`config.mk`:
```
export PLATFORM = sky130hd
export DESIGN_NAME = wss_div
export DESIGN_NICKNAME = d
export VERILOG_FILES = /design/src/rtl/wss_pkg.sv /design/src/rtl/wss_div.sv
export SDC_FILE = /design/constraint.sdc
export NUM_CORES = 1
export LEC_CHECK = 0
export BUFFER_PORTS_ARGS = -buffer_cell sky130_fd_sc_hd__buf_4
export CORE_ASPECT_RATIO = 1.2
export CORE_MARGIN = 1.5
export CORE_UTILIZATION = 55
export CTS_BUF_LIST = sky130_fd_sc_hd__clkbuf_4 sky130_fd_sc_hd__clkbuf_8 sky130_fd_sc_hd__clkbuf_16
export CTS_CLUSTER_DIAMETER = 80
export CTS_CLUSTER_SIZE = 30
export DETAILED_ROUTE_END_ITERATION = 10
export PLACE_DENSITY = 0.81
export SYNTH_ARGS = -nofsm -noshare
export SYNTH_HDL_FRONTEND = slang
export SYNTH_SLANG_ARGS = --single-unit
export TNS_END_PERCENT = 20
```
`constraint.sdc`:
```
create_clock -name clk -period 3.34 [get_ports clk]
set_input_delay 0.167 -clock clk [delete_from_list [all_inputs] [get_ports clk]]
set_output_delay 0.167 -clock clk [all_outputs]
set_load 0.01 [all_outputs]
```
`src/rtl/wss_pkg.sv`:
```
// Shared constants and types for the window SNR statistics block.
package wss_pkg;

    localparam int MAX_PIXELS_DEF = 4096;

    localparam int PIX_W   = 32;
    localparam int TOL_W   = 31;
    localparam int COUNT_W = 13;
    localparam int STD_W   = 31;
    localparam int DB_W    = 16;

    // Configuration register indexes
    localparam int CFG_IDX_W = 2;
    localparam logic [CFG_IDX_W-1:0] CFG_NODATA_ENABLE    = 2'd0;
    localparam logic [CFG_IDX_W-1:0] CFG_NODATA_VALUE     = 2'd1;
    localparam logic [CFG_IDX_W-1:0] CFG_NODATA_TOLERANCE = 2'd2;

    // 20*log10(2) in Q16.16
    localparam logic signed [19:0] DB_FACTOR_Q16 = 20'sd394566;

    // Divider width
    localparam int DVD_W = 64;
    localparam int DVS_W = 32;

    typedef struct packed {
        logic             start;
        logic [DVD_W-1:0] dividend;
        logic [DVS_W-1:0] divisor;
    } wss_div_req_t;

    typedef struct packed {
        logic             busy;
        logic             done;
        logic [DVD_W-1:0] quotient;
    } wss_div_rsp_t;

endpackage

```
`src/rtl/wss_div.sv`:
```
// Restoring unsigned divider, one quotient bit per cycle.
module wss_div (
    input  logic                  clk,
    input  logic                  rst_n,
    input  wss_pkg::wss_div_req_t req,
    output wss_pkg::wss_div_rsp_t rsp
);
    import wss_pkg::*;

    localparam int STEP_W = $clog2(DVD_W);

    logic             busy_reg, busy_next;
    logic             done_reg, done_next;
    logic [STEP_W-1:0] step_reg, step_next;
    logic [DVD_W-1:0] dvd_reg, dvd_next;
    logic [DVS_W-1:0] dvs_reg, dvs_next;
    logic [DVS_W:0]   rem_reg, rem_next;
    logic [DVS_W:0]   rem_sh;

    // Shift one dividend bit into the remainder and subtract when it fits
    always_comb
    begin
        busy_next = busy_reg;
        done_next = 1'b0;
        step_next = step_reg;
        dvd_next  = dvd_reg;
        dvs_next  = dvs_reg;
        rem_next  = rem_reg;
        rem_sh    = {rem_reg[DVS_W-1:0], dvd_reg[DVD_W-1]};
        if (req.start && !busy_reg)
        begin
            busy_next = 1'b1;
            step_next = '0;
            dvd_next  = req.dividend;
            dvs_next  = req.divisor;
            rem_next  = '0;
        end
        else if (busy_reg)
        begin
            if (rem_sh >= {1'b0, dvs_reg})
            begin
                rem_next = rem_sh - {1'b0, dvs_reg};
                dvd_next = {dvd_reg[DVD_W-2:0], 1'b1};
            end
            else
            begin
                rem_next = rem_sh;
                dvd_next = {dvd_reg[DVD_W-2:0], 1'b0};
            end
            step_next = step_reg + 1'b1;
            if (step_reg == STEP_W'(DVD_W - 1))
            begin
                busy_next = 1'b0;
                done_next = 1'b1;
            end
        end
    end

    always_ff @(posedge clk or negedge rst_n)
    begin
        if (!rst_n)
        begin
            busy_reg <= 1'b0;
            done_reg <= 1'b0;
            step_reg <= '0;
        end
        else
        begin
            busy_reg <= busy_next;
            done_reg <= done_next;
            step_reg <= step_next;
        end
    end

    always_ff @(posedge clk)
    begin
        dvd_reg <= dvd_next;
        dvs_reg <= dvs_next;
        rem_reg <= rem_next;
    end

    assign rsp.busy     = busy_reg;
    assign rsp.done     = done_reg;
    assign rsp.quotient = dvd_reg;

    // A start is only taken while idle, and a finished run always raises done
    a_no_start_busy: assert property (@(posedge clk) disable iff (!rst_n)
        busy_reg |-> !done_reg)
        else $error("divider done while busy");
    a_done_ends_run: assert property (@(posedge clk) disable iff (!rst_n)
        done_reg |-> $past(busy_reg))
        else $error("divider done without a run");
    a_done_pulse: assert property (@(posedge clk) disable iff (!rst_n)
        done_reg |=> !done_reg)
        else $error("divider done longer than one cycle");
endmodule

```
==> summary.md <==
| Metric | Value |
|---|---|
| Site row count | 45 |
| Overall Global Routing Usage | 0.2882 |
| CTS clk-pin slew, worst paths | 0.06 ns |
| Finished Layout Cells | 1171 |
| Hold Buf Count CTS | 73 |
| Setup Fix Bufs, Post-CTS | 0 |
| Dpl hpwl | 11880 µm |
| Htree depth | 4 |
| Vias after detailed routing | 6560 |
| Pwr/cell area | 925.2 nW/µm² |
| Status | finished, final reports clean |
| Mapped Avg Cell Area | 9.418 µm² |
| RSZ-0062 raised after global routing | no |
| Die Height | 128.5 µm |
| Net Count, Synth | 899 |
| Post-CTS sizing | 0 |
| Post-synth EDFFs | 96 |
| Kind of critical path | reg2reg |
| First-pass GRT wire length | 30880 µm |
| TritonCTS clock tree | yes |
| Worst vdd ir | 565.4 µV |
| Initial Utilization | 0.5670 |
| Mapped cell area | 7214 µm² |
| CP bufs+invs | 1 |
| Max reg flops | 64 |
| Root Driver | clkbuf_16 |
| Synth cell types | 61 |
| Skew-Pair Late Insertion Delay | 0.43 ns |
| Worst Skew | 0.009206 ns |
| Die Area | 13820 µm² |
| Post-synth top flop | edfxtp_1 |
| Routability cong. | 0.9339 |
| Fmax achieved | 317.5 MHz |
| Antenna-violating nets left | 0 |
| Min-Delay Path Class | in2reg |
| CP max stage cell | or4_1 |
| Startpoint Class | register |
| Post-route minimum period | 3.150 ns |
| Drt total wl | 19500 µm |
| Layout cells sized above 1 | 0.2197 |
| Commonest non-fill, non-tap cell in the layout | nand2_1 |
| Delay-heaviest family, CP | simple AND/OR/NAND/NOR gates |
| Largest stage delay, worst path | 0.53 ns |
| DR WL/cell | 16.65 µm |
| Max Slew Vio Count | 0 |
| Yosys reg bits | 136 |
| Largest net degree at the start of global routing | 79 |
| Die X | 107.6 µm |
| Async SR Flop Fraction | 0.05882 |
| Crit path max fanout | 6 |
| Synth Warn # | 0 |
| Antenna violations before repair | 0 |
| Max Cap Viol | 0 |
| Crit path DAT | 3.51 ns |
| Max clock buf depth | 2 |
| Total CTS buffers | 17 |
| Clock Sinks | 136 |
| Leak Pwr | 0.004474 µW |
| Placed insts | 1065 |
| Fin. Hold Viols | 0 |
| TritonRoute pass-1 iters | 5 |
| Final Setup Violations | 0 |
| Fin crit share | 0.9431 |
| Number of global-route vias before repair | 6523 |
| Final TNS setup | 0 ns |
| Cells after Synth | 766 |
| WP data required | 3.70 ns |
| Initial DRC Count | 346 |
| Most frequent cells in the layout | nand2_1 (244), buf_4 (171), edfxtp_1 (96), dlygate4sd3_1 (73), inv_1 (38) |
| Sequential area share after synthesis | 0.5161 |
| IO Count | 165 |
| # port buffers | 164 |
| Vias per Instance | 5.602 |
| Area of the core | 12720 µm² |
| Cells along the critical path | inv_1 > ha_1 > fa_1 > nand2b_1 > a21oi_1 > o31ai_1 > a211oi_2 > o21ai_4 > nor3_4 > nor4_1 > or4_1 > o21ai_1 |
| Least-Margin Pin Slew | 0.7028 ns |
| Nature of the critical path endpoint | register |
| Relative slew slack | 0.5314 |
| Nets | 1126 |
| Synth-to-layout area growth | 37.46% |
| Total gr overflow | 0 |
| DR DRC count | 0 |
==> final cells by class <==
cell class | instances | area [µm²]
Sequential cell | 136 | 3724
Multi-Input combinational cell | 551 | 3179
Fill cell | 833 | 2808
Timing Repair Buffer | 247 | 2074
Clock buffer | 22 | 486.7
Tap cell | 164 | 205.2
Inverter | 40 | 151.4
Clock inverter | 10 | 93.84
Antenna cell | 1 | 2.502
==> cell usage after synthesis (all sizes together), types with 2 or more instances <==
| master | number | area (µm²) |
|---|---|---|
| clkbuf | 24 | 90.09 |
| buf | 15 | 81.33 |
| o41ai | 2 | 17.52 |
| mux2i | 2 | 20.02 |
| o21a | 2 | 15.01 |
| o22ai | 2 | 12.51 |
| and4 | 2 | 18.77 |
| xnor2 | 13 | 113.9 |
| inv | 40 | 150.1 |
| edfxtp | 96 | 2883 |
| nand2 | 245 | 919.6 |
| nor2 | 22 | 82.58 |
| o31ai | 9 | 67.56 |
| a311o | 2 | 20.02 |
| a31oi | 9 | 56.30 |
| nand3 | 23 | 115.1 |
| and3 | 5 | 31.28 |
| or4 | 2 | 18.77 |
| or2 | 2 | 12.51 |
| ha | 33 | 412.9 |
| dfrtp | 8 | 200.2 |
| o21ai | 33 | 180.2 |
| a211oi | 4 | 35.03 |
| a21o | 9 | 67.56 |
| o211ai | 3 | 22.52 |
| a32oi | 3 | 26.28 |
| nand4 | 7 | 43.79 |
| a21oi | 34 | 177.7 |
| o311ai | 13 | 113.9 |
| a211o | 3 | 26.28 |
| dfxtp | 32 | 640.6 |
| o21bai | 4 | 30.03 |
| and2 | 3 | 18.77 |
| nor3 | 8 | 51.30 |
| nand2b | 6 | 37.54 |
| xor2 | 17 | 148.9 |
| nor3b | 10 | 75.07 |
| a22o | 7 | 61.31 |
==> report_power, final <==
part           internal (µW)  switching, µW
Clock                   1110            727
Combinational           1920           2260
Sequential              2660            488
Total                   5700           3480
==> worst min-delay path: stages <==
cell and delay (ns):
buf_4 0.08, nand2_1 0.04, nand2_1 0.05
==> layer usage <==
| metal | track usage | vias up | part of all wire |
|---|---|---|---|
| met2 | 0.5141 | 276 | 0.51 |
| met3 | 0.08004 | 44 | 0.077 |
| met5 | 0 | - | 0 |
| li1 | - | 3153 | - |
| met4 | 0.1277 | 0 | 0.024 |
| met1 | 0.3201 | 3087 | 0.39 |
==> cell families (layout without fill, tap and decap cells) <==
family / count (synthesis) / in the layout / synth area share
simple gates: 338 / 338 / 0.2007
compound gates: 147 / 147 / 0.1394
flops: 136 / 136 / 0.5161
buf+inv: 79 / 319 / 0.04457
fa+ha+maj: 34 / 34 / 0.06001
xor+xnor: 30 / 30 / 0.03642
mux: 2 / 2 / 0.002775
other cells: 0 / 1 / 0
==> worst paths after layout <==
path	end	slack [ns]	depth (start not counted)	from
hold / removal	dvd_reg[12]	0.005	3	req[44]
max in group asynchronous	busy_reg	3.10	2	rst_n
setup / recovery	rem_reg[26]	0.19	12	dvd_reg[63]
min in group asynchronous	step_reg[5]	0.11	2	rst_n
hold reg to reg	step_reg[5]	0.48	1	step_reg[5]
setup reg to reg	rem_reg[26]	0.19	12	dvd_reg[63]
==> metrics by stage <==
step	util	total power, µW	hold slack, ns	instance area, µm²	setup slack, ns
after global placement	0.6761	7011	-0.01039	8603	0.3744
after detailed placement	0.6761	7096	-0.009438	8603	0.2729
after floorplan	-	5716	-0.1286	7214	0.4903
after global routing	0.7792	9733	0.009922	9915	0.04627
after CTS	0.7792	9052	0.00009795	9915	0.2306
final	0.7794	9175	0.005142	9917	0.1901
No activity file was read; power rests on OpenSTA's default activity.
